==> src/rtl/core/fcpa_pkg.sv <==
`timescale 1ns / 1ps
package fcpa_pkg;

  localparam int DEF_MAX_BLOCKS      = 4;
  localparam int DEF_SLOTS_PER_BLOCK = 256;

  localparam int ACTION_W = 2;
  localparam int BLOCK_W  = 2;
  localparam int SLOT_W   = 8;
  localparam int CPB_W    = 9;

  localparam int CFG_IDX_W  = 1;
  localparam int CFG_DATA_W = 9;

  localparam logic [CPB_W-1:0] CPB_RESET = 9'd256;

  typedef enum logic [ACTION_W-1:0] {
    ACT_ALLOC = 2'd0,
    ACT_FREE  = 2'd1,
    ACT_RESET = 2'd2
  } action_t;

  typedef enum logic [CFG_IDX_W-1:0] {
    CFG_CHUNKS_PER_BLOCK = 1'b0,
    CFG_GROWABLE         = 1'b1
  } cfg_idx_t;

  // One list entry: valid bit plus the chunk it names.
  typedef struct packed {
    logic               valid;
    logic [BLOCK_W-1:0] blk;
    logic [SLOT_W-1:0]  slot;
  } link_t;

  typedef enum logic [1:0] {
    ST_IDLE = 2'b01,
    ST_POP  = 2'b10
  } state_t;

endpackage

==> src/rtl/core/fcpa_if.sv <==
`timescale 1ns / 1ps
interface fcpa_req_if import fcpa_pkg::*; ();
  logic                valid;
  logic                ready;
  logic [ACTION_W-1:0] action;
  logic [BLOCK_W-1:0]  free_block;
  logic [SLOT_W-1:0]   free_slot;

  modport source (output valid, output action, output free_block, output free_slot,
                  input ready);
  modport sink (input valid, input action, input free_block, input free_slot,
                output ready);
endinterface

interface fcpa_rsp_if import fcpa_pkg::*; ();
  logic               valid;
  logic               ready;
  logic               ok;
  logic [BLOCK_W-1:0] chunk_block;
  logic [SLOT_W-1:0]  chunk_slot;

  modport source (output valid, output ok, output chunk_block, output chunk_slot,
                  input ready);
  modport sink (input valid, input ok, input chunk_block, input chunk_slot,
                output ready);
endinterface

==> src/rtl/core/fcpa_ctrl.sv <==
`timescale 1ns / 1ps
module fcpa_ctrl import fcpa_pkg::*; #(
  parameter int MAX_BLOCKS      = DEF_MAX_BLOCKS,
  parameter int SLOTS_PER_BLOCK = DEF_SLOTS_PER_BLOCK,
  parameter int BLK_LIM         = (MAX_BLOCKS < 4) ? MAX_BLOCKS : 4,
  parameter int SLOT_LIM        = (SLOTS_PER_BLOCK < 256) ? SLOTS_PER_BLOCK : 256,
  parameter int ADDR_W          = $clog2(BLK_LIM * SLOT_LIM)
) (
  input  logic                  clk,
  input  logic                  rst,
  input  logic                  cfg_we,
  input  logic [CFG_IDX_W-1:0]  cfg_index,
  input  logic [CFG_DATA_W-1:0] cfg_data,
  fcpa_req_if.sink              req,
  fcpa_rsp_if.source            rsp,
  output logic                  mem_we,
  output logic [ADDR_W-1:0]     mem_waddr,
  output link_t                 mem_wdata,
  output logic                  mem_re,
  output logic [ADDR_W-1:0]     mem_raddr,
  input  link_t                 mem_rdata
);

  state_t             state;
  link_t              head;
  logic [CPB_W-1:0]   frontier_slot;
  logic [BLOCK_W-1:0] current_block;
  logic [CPB_W-1:0]   chunks_per_block;
  logic               growable;

  logic               rsp_valid;
  logic               rsp_ok;
  logic [BLOCK_W-1:0] rsp_block;
  logic [SLOT_W-1:0]  rsp_slot;
  logic               rsp_ok_next;
  logic [BLOCK_W-1:0] rsp_block_next;
  logic [SLOT_W-1:0]  rsp_slot_next;

  logic               fire;
  logic [CPB_W-1:0]   slot_limit;
  logic [BLOCK_W:0]   block_inc;
  logic               free_in_range;

  function automatic logic [ADDR_W-1:0] chunk_addr(logic [BLOCK_W-1:0] b,
                                                   logic [SLOT_W-1:0] s);
    return ADDR_W'(32'(b) * SLOT_LIM + 32'(s));
  endfunction

  assign req.ready = (state == ST_IDLE) && (!rsp_valid || rsp.ready);
  assign fire      = req.valid && req.ready;

  assign rsp.valid       = rsp_valid;
  assign rsp.ok          = rsp_ok;
  assign rsp.chunk_block = rsp_block;
  assign rsp.chunk_slot  = rsp_slot;

  always_comb begin
    if (chunks_per_block == '0) begin
      slot_limit = CPB_W'(1);
    end else if (chunks_per_block > CPB_W'(SLOT_LIM)) begin
      slot_limit = CPB_W'(SLOT_LIM);
    end else begin
      slot_limit = chunks_per_block;
    end
  end

  assign block_inc     = {1'b0, current_block} + (BLOCK_W + 1)'(1);
  assign free_in_range = (32'(req.free_block) < BLK_LIM) &&
                         (32'(req.free_slot) < SLOTS_PER_BLOCK);

  // Link memory: push writes the old head under the freed chunk, pop reads the
  // successor of the head.
  assign mem_we    = fire && (req.action == ACT_FREE) && free_in_range;
  assign mem_waddr = chunk_addr(req.free_block, req.free_slot);
  assign mem_wdata = head;
  assign mem_re    = fire && (req.action == ACT_ALLOC) && head.valid;
  assign mem_raddr = chunk_addr(head.blk, head.slot);

  always_ff @(posedge clk) begin
    if (rst) begin
      chunks_per_block <= CPB_RESET;
      growable         <= 1'b0;
    end else if (cfg_we) begin
      if (cfg_index == CFG_CHUNKS_PER_BLOCK) begin
        chunks_per_block <= cfg_data;
      end
      if (cfg_index == CFG_GROWABLE) begin
        growable <= cfg_data[0];
      end
    end
  end

  always_ff @(posedge clk) begin
    if (rst) begin
      rsp_valid <= 1'b0;
    end else if (fire) begin
      rsp_valid <= 1'b1;
    end else if (rsp.ready) begin
      rsp_valid <= 1'b0;
    end
  end

  always_ff @(posedge clk) begin
    if (rst) begin
      state         <= ST_IDLE;
      head          <= '0;
      frontier_slot <= '0;
      current_block <= '0;
    end else begin
      case (state)
        ST_IDLE: begin
          if (fire) begin
            case (req.action)
              ACT_ALLOC: begin
                if (head.valid) begin
                  // hold off the next item until the successor link arrives
                  state <= ST_POP;
                end else if (frontier_slot < slot_limit) begin
                  frontier_slot <= frontier_slot + CPB_W'(1);
                end else if (growable && (32'(block_inc) < BLK_LIM)) begin
                  current_block <= block_inc[BLOCK_W-1:0];
                  frontier_slot <= CPB_W'(1);
                end
              end
              ACT_FREE: begin
                if (free_in_range) begin
                  head <= '{valid: 1'b1, blk: req.free_block, slot: req.free_slot};
                end
              end
              ACT_RESET: begin
                head          <= '0;
                frontier_slot <= '0;
                current_block <= '0;
              end
              default: begin
              end
            endcase
          end
        end
        ST_POP: begin
          head  <= mem_rdata;
          state <= ST_IDLE;
        end
        default: begin
          state <= ST_IDLE;
        end
      endcase
    end
  end

  always_comb begin
    rsp_ok_next    = 1'b1;
    rsp_block_next = '0;
    rsp_slot_next  = '0;
    if (req.action == ACT_ALLOC) begin
      if (head.valid) begin
        rsp_block_next = head.blk;
        rsp_slot_next  = head.slot;
      end else if (frontier_slot < slot_limit) begin
        rsp_block_next = current_block;
        rsp_slot_next  = frontier_slot[SLOT_W-1:0];
      end else if (growable && (32'(block_inc) < BLK_LIM)) begin
        rsp_block_next = block_inc[BLOCK_W-1:0];
      end else begin
        rsp_ok_next = 1'b0;
      end
    end
  end

  always_ff @(posedge clk) begin
    if (fire) begin
      rsp_ok    <= rsp_ok_next;
      rsp_block <= rsp_block_next;
      rsp_slot  <= rsp_slot_next;
    end
  end

endmodule

==> src/flat_wrapper.sv <==
// flat-port wrapper written by rule: the top's interface ports become plain ports
module fcpa_ctrl_flat import fcpa_pkg::*;
#(
  parameter int MAX_BLOCKS      = DEF_MAX_BLOCKS,
  parameter int SLOTS_PER_BLOCK = DEF_SLOTS_PER_BLOCK,
  parameter int BLK_LIM         = (MAX_BLOCKS < 4) ? MAX_BLOCKS : 4,
  parameter int SLOT_LIM        = (SLOTS_PER_BLOCK < 256) ? SLOTS_PER_BLOCK : 256,
  parameter int ADDR_W          = $clog2(BLK_LIM * SLOT_LIM)
)
  (clk, rst, cfg_we, cfg_index, cfg_data, mem_we, mem_waddr, mem_wdata, mem_re, mem_raddr, mem_rdata, req_valid, req_action, req_free_block, req_free_slot, req_ready, rsp_valid, rsp_ok, rsp_chunk_block, rsp_chunk_slot, rsp_ready);
  fcpa_req_if req_i ();
  fcpa_rsp_if rsp_i ();
  input  logic clk;
  input  logic rst;
  input  logic cfg_we;
  input  logic [CFG_IDX_W-1:0] cfg_index;
  input  logic [CFG_DATA_W-1:0] cfg_data;
  output logic mem_we;
  output logic [ADDR_W-1:0] mem_waddr;
  output link_t mem_wdata;
  output logic mem_re;
  output logic [ADDR_W-1:0] mem_raddr;
  input  link_t mem_rdata;
  input wire logic [$bits(req_i.valid)-1:0] req_valid;
  input wire logic [$bits(req_i.action)-1:0] req_action;
  input wire logic [$bits(req_i.free_block)-1:0] req_free_block;
  input wire logic [$bits(req_i.free_slot)-1:0] req_free_slot;
  output wire logic [$bits(req_i.ready)-1:0] req_ready;
  output wire logic [$bits(rsp_i.valid)-1:0] rsp_valid;
  output wire logic [$bits(rsp_i.ok)-1:0] rsp_ok;
  output wire logic [$bits(rsp_i.chunk_block)-1:0] rsp_chunk_block;
  output wire logic [$bits(rsp_i.chunk_slot)-1:0] rsp_chunk_slot;
  input wire logic [$bits(rsp_i.ready)-1:0] rsp_ready;
  assign req_i.valid = req_valid;
  assign req_i.action = req_action;
  assign req_i.free_block = req_free_block;
  assign req_i.free_slot = req_free_slot;
  assign req_ready = req_i.ready;
  assign rsp_valid = rsp_i.valid;
  assign rsp_ok = rsp_i.ok;
  assign rsp_chunk_block = rsp_i.chunk_block;
  assign rsp_chunk_slot = rsp_i.chunk_slot;
  assign rsp_i.ready = rsp_ready;
  fcpa_ctrl #(.MAX_BLOCKS(MAX_BLOCKS), .SLOTS_PER_BLOCK(SLOTS_PER_BLOCK), .BLK_LIM(BLK_LIM), .SLOT_LIM(SLOT_LIM), .ADDR_W(ADDR_W)) u_core (.clk(clk), .rst(rst), .cfg_we(cfg_we), .cfg_index(cfg_index), .cfg_data(cfg_data), .req(req_i), .rsp(rsp_i), .mem_we(mem_we), .mem_waddr(mem_waddr), .mem_wdata(mem_wdata), .mem_re(mem_re), .mem_raddr(mem_raddr), .mem_rdata(mem_rdata));
endmodule
==> config.mk <==
export PLATFORM = sky130hd
export DESIGN_NAME = fcpa_ctrl_flat
export DESIGN_NICKNAME = d
export VERILOG_FILES = /design/src/rtl/core/fcpa_pkg.sv /design/src/rtl/core/fcpa_if.sv /design/src/rtl/core/fcpa_ctrl.sv /design/src/flat_wrapper.sv
export SDC_FILE = /design/constraint.sdc
export NUM_CORES = 1
export LEC_CHECK = 0
export ABC_AREA = 0
export BUFFER_PORTS_ARGS = -buffer_cell sky130_fd_sc_hd__buf_2
export CORE_MARGIN = 4
export CORE_UTILIZATION = 55
export DETAILED_ROUTE_END_ITERATION = 12
export HOLD_SLACK_MARGIN = 0.05
export PLACE_DENSITY_LB_ADDON = 0.08
export REMOVE_ABC_BUFFERS = 1
export SKIP_LAST_GASP = 1
export SYNTH_ARGS = -nofsm -noshare
export SYNTH_HDL_FRONTEND = slang
export SYNTH_SLANG_ARGS = --single-unit
==> constraint.sdc <==
create_clock -name clk -period 7.1 [get_ports clk]
set_clock_uncertainty 0.15 [all_clocks]
set_input_delay 1.42 -clock clk [delete_from_list [all_inputs] [get_ports clk]]
set_output_delay 1.42 -clock clk [all_outputs]
set_load 0.02 [all_outputs]
[Word-level counts from Yosys, hierarchy flattened]
Index checks and enable logic that the tools add are counted.
Word-level totals
  register bits after elaboration: 46
  input bits: 38
Cells by class
  $add $sub $neg: 4
  order comparisons: 3
  eq/ne operators: 10
  multiplexer cells: 21
  bitwise operators: 3
  reduce and logical (&&, ||, !) cells: 21
Operators by type and width (count)
  $mux 9: 5
  $pmux 11 s2: 2
  $add 10x8->10: 2
  $pmux 9 s2: 1
  $mux 8: 2
  $mux 2: 6
  $mux 11: 1
  $add 9x1->9 const B: 1
  $gt 9x9->1 const B: 1
  $logic_not 9->1: 1
  $lt 9x9->1: 1
  $logic_and 1x1->1: 6
  $ne 2x2->1 const B: 3
  $ne 3x3->1 const B: 2
  $reduce_and 3->1: 2
  $reduce_and 6->1: 1
  $reduce_bool 2->1: 3
  $reduce_and 5->1: 1
  $eq 2x1->1 const B: 2
  $eq 2x2->1 const B: 2
  $pmux 2 s2: 1
  $reduce_and 2->1: 2
  $add 2x1->3 const B: 1
  $lt 3x3->1 const B: 1
  other kinds (8): 12

[Logic depth before layout (Yosys ltp)]
  depth after elaboration: 7
  depth in mapped cells: 10
  mapped depth without buffers: 9

[Worst setup path after synthesis]
No wires, ideal clock.
  path kind: in2out
  start: in rsp_ready
  end: out mem_re
  arrival: 2571 ps
  setup slack: 2959 ps
  stages on the path: 5
  cells stage by stage: nor2b_1 > nor2_1 > nand2_1 > inv_1 > and3_1
On the way
  longest elaborated chain between the ends: 5
Ends and longest elaborated chain
  start, declared: line flat_wrapper.sv:33  | input wire logic [$bits(rsp_i.ready)-1:0] rsp_ready;
  $logic_or 1x1->1: line fcpa_ctrl.sv:49  | assign req.ready = (state == ST_IDLE) && (!rsp_valid || rsp.ready);
  $logic_and 1x1->1: line fcpa_ctrl.sv:49
  via req_ready: line flat_wrapper.sv:28  | output wire logic [$bits(req_i.ready)-1:0] req_ready;
  $logic_and 1x1->1: line fcpa_ctrl.sv:50  | assign fire = req.valid && req.ready;
  via u_core.fire: line fcpa_ctrl.sv:39  | logic fire;
  $logic_and 1x1->1 (2 in series): line fcpa_ctrl.sv:76  | assign mem_re = fire && (req.action == ACT_ALLOC) && head.valid;
  end, declared: line flat_wrapper.sv:21  | output logic mem_re;
The timed path passes the listed nets, and every way through them passes these cells.

[Worst setup path in the final report]
  start: in rsp_ready
  end: out mem_re
On the way
  longest elaborated chain between the ends: 5
Ends and longest elaborated chain (line)
  $logic_or 1x1->1: fcpa_ctrl.sv:49
  $logic_and 1x1->1: fcpa_ctrl.sv:49
  $logic_and 1x1->1: fcpa_ctrl.sv:50
  via u_core.fire: fcpa_ctrl.sv:39
  $logic_and 1x1->1 (2 in series): fcpa_ctrl.sv:76
The timed path passes the listed nets, and every way through them passes these cells.

==> run_results.csv <==
group,metric,value,unit
status,status,"finished clean",
global_route,grt_pass1_wl,9.47,mm
power_and_ir_drop,p_clk_frac,0.297,
global_route,grt_start_max_net_pins,29,
synth,synth_adder_area_share,0.0624,
place,place_inst,412,
worst_setup_path,cpMostUsedCell,"buf_2",
clocking,cts-root-buf,"clkbuf_8",
synth,ys_ff_latch,46,
power_and_ir_drop,peakVddDrop,0.116,mV
synth,synth_area_leader_cell,"dfxtp_1",
synth,syn_inst,311,
route,via_per_inst,5.43,
route,postRouteAntennaNets,0,
floorplan,fp.dieW,76.8,um
timing,period_needed,4210,ps
final_layout,stdcell_area,2980,sq um
route,drc,0,
floorplan,ioPinCount,84,
floorplan,start_util,0.582,
timing,rsz0062_at_grt,"no",
place,dpl-instance-area,2880,sq um
route,dr.pass1.iters,4,
synth,seq_area_frac_synth,0.396,
worst_setup_path,cp_num_cells,7,
power_and_ir_drop,power_density,184,nW/um^2
synth,ys_warn_count,0,
worst_setup_path,startpoint_type,"primary input",
floorplan,rows,24,
floorplan,die-area,5900,sq um
worst_setup_path,cp_num_buf_inv,3,
timing,slew-limit-headroom,0.486,
timing,finalHoldViolCount,0,
worst_setup_path,reg2reg_depth,9,
clocking,clkTransAtPathRegs,80,ps
worst_setup_path,endpoint,"mem_re",
clocking,clock_latency,300,ps
clocking,ctsHoldBuffers,0,
power_and_ir_drop,pwr-share-comb,0.178,
final_layout,layout.cells.non_filler,420,
global_route,antenna_found_initial,0,
power_and_ir_drop,cellLeakagePower,1.23,nW
synth,syn_area,2610,sq um
final_layout,nets,418,
final_layout,final_common_cell,"buf_2",
timing,setup_viol,0,
power_and_ir_drop,switching_power,0.155,mW
worst_setup_path,critPathCaptureType,"output pin",
clocking,cts_resized,0,
global_route,grt_usage,0.195,
worst_setup_path,cp_cell_sequence,"buf_2 -> nor2b_1 -> nor2_1 -> nand2_1 -> inv_1 -> and3_1 -> buf_2",
route,wire_per_inst,13.8,um
worst_setup_path,cp_slowest_cell,"and3_1",
power_and_ir_drop,p_int,0.394,mW
timing,fin_crit_sh,0.593,
worst_setup_path,cpPeakStageDelay,280,ps
synth,synthDominantCellAreaShare,0.269,
final_layout,drive_gt1_frac,0.274,
clocking,htreeDepth,2,
timing,slew_violations,0,
synth,synth-compound-area-share,0.190,
final_layout,final_cell_mix,"83 x buf_2, 49 x nand2_1, 35 x dfxtp_1",
synth,synth_top_family_by_area,"simple AND/OR/NAND/NOR gates",
place,dp_hpwl,4.41,mm
worst_setup_path,worstPathArrival,2640,ps
timing,worst_pin_slew,768,ps
route,routed_wirelength,5.81,mm
clocking,cts_tree,"done",
power_and_ir_drop,swShare,0.283,
global_route,overflow,0,
clocking,cts_max_path_buffers,2,
place,routabilityCongestion,0.772,
worst_setup_path,critPathMaxFanout,13,
worst_setup_path,path_delay_family,"simple AND/OR/NAND/NOR gates",
route,drtIter0Drc,98,
worst_setup_path,crit_start,"rsp_ready",
clocking,numCtsBuffers,5,
synth,netlist_top_cells_area,"dfxtp_1 27%, edfxtp_1 13%, nand2_1 7.1%, buf_4 6.3%, ha_1 6.2%",
floorplan,core_area,4470,sq um
floorplan,die_h,76.8,um
synth,avgSynthCellArea,8.38,sq um
worst_setup_path,crit_type,"primary input to output pin",
timing,whs,318,ps
synth,synth-xor-area-share,0,
worst_setup_path,cp.required,5530,ps
final_layout,antenna_cells,0,
clocking,cts_sinks,46,
synth,muxShareOfSynthArea,0.00768,
timing,fin_setup_tns,0,ps
power_and_ir_drop,sequentialPowerShare,0.525,
worst_setup_path,reg2reg_slack,4040,ps
worst_setup_path,reg2reg_to,"u_core.frontier_slot[4]",
route,routed-via-count,2280,
synth,synth-simple-area-share,0.237,
synth,synth_cell_types,41,
final_layout,fillers,384,
clocking,postCtsSetupRepairBufs,0,
global_route,grt_pass1_vias,2043,
place,io_buffers,83,
final_layout,area_delta_synth_final,14.3,%
worst_setup_path,rr_startpoint,"u_core.chunks_per_block[8]",
min_path,holdCritPathClass,"register to register",
job,max-cap-violations,0,
timing,clock.fmax,237,MHz
==> how the worst min path moves through the flow <==
stage                               startpoint                    endpoint  slack (ps)  depth (start not counted)
floorplan           u_core.chunks_per_block[0]  u_core.chunks_per_block[0]         280                          2
global placement    u_core.chunks_per_block[0]  u_core.chunks_per_block[0]         300                          2
detailed placement  u_core.chunks_per_block[0]  u_core.chunks_per_block[0]         310                          2
CTS                 u_core.chunks_per_block[0]  u_core.chunks_per_block[0]         320                          2
global route        u_core.chunks_per_block[0]  u_core.chunks_per_block[0]         340                          2
finish              u_core.chunks_per_block[0]  u_core.chunks_per_block[0]         320                          2
==> flip-flops by register name, indices dropped and copies added (netlist names) <==
signal	cells
u_core.rsp.ok	1
u_core.frontier_slot	9
u_core.current_block	2
u_core.rsp.chunk_slot	8
u_core.state	2
u_core.rsp.valid	1
u_core.rsp.chunk_block	2
u_core.mem_wdata	11
u_core.growable	1
u_core.chunks_per_block	9
==> Yosys cell counts, drive strengths merged <==
master,n
nand2,49
dfxtp,35
a21oi,26
buf,24
nand3,17
nor2,17
inv,15
ha,13
clkbuf,12
a211oi,11
edfxtp,11
a31oi,10
nor3b,10
nand2b,8
a21boi,7
o22ai,7
o21ai,6
nor3,5
and2,4
nand4,4
nor2b,4
and3,2
mux2i,2
or3b,2
a2111oi,1
a211o,1
a221oi,1
a311oi,1
a41oi,1
clkinv,1
nand3b,1
nor4,1
o31ai,1
or3,1
==> per-layer routing <==
layer / share of wire / track usage / vias to the layer above
met2: 0.46 / 0.310 / 63
met1: 0.46 / 0.263 / 1021
met3: 0.058 / 0.0363 / 9
li1: - / - / 1187
met5: 0 / 0 / -
met4: 0.017 / 0.0707 / 0
==> power groups by stage <==
stage                     Combinational (mW)  Sequential [mW]  Clock [mW]
after detailed placement              0.0980            0.294           0
after global routing                   0.107            0.290       0.179
after floorplan                       0.0436            0.306           0
after global placement                0.0966            0.294           0
final                                 0.0976            0.288       0.163
after CTS                             0.0983            0.288       0.170
==> through the flow <==
stage	total power, mW	worst slack (ps)	utilization
after floorplan	0.349	2960	-
after global placement	0.390	2930	0.644
after detailed placement	0.392	2890	0.644
after CTS	0.556	2880	0.666
after global routing	0.576	2750	0.666
final	0.549	2890	0.666
==> worst min-delay path: cells and delay by family (launching register included) <==
family	cells	cell delay, ps
DFF	1	320
and+or+nand+nor	1	50
AOI/OAI and AO/OA	1	50
==> final cells by class <==
class / instances / area, sq um / area share
Sequential cell: 46 / 1030 / 0.346
Multi-Input combinational cell: 213 / 1300 / 0.435
Timing Repair Buffer: 85 / 430 / 0.145
Inverter: 16 / 60.1 / 0.0202
Tap cell: 52 / 65.1 / 0.0218
Clock buffer: 6 / 82.6 / 0.0277
Clock inverter: 2 / 12.5 / 0.00420
==> cell families (layout without fill, tap and decap cells) <==
kind of cell               after synthesis  in the layout
adders and majority gates               13             13
DFF                                     46             46
and+or+nand+nor                        125            125
buffers and inverters                   52            109
AOI/OAI and AO/OA                       73             73
muxes                                    2              2
Note: power is estimated with default switching activity, not from simulation.
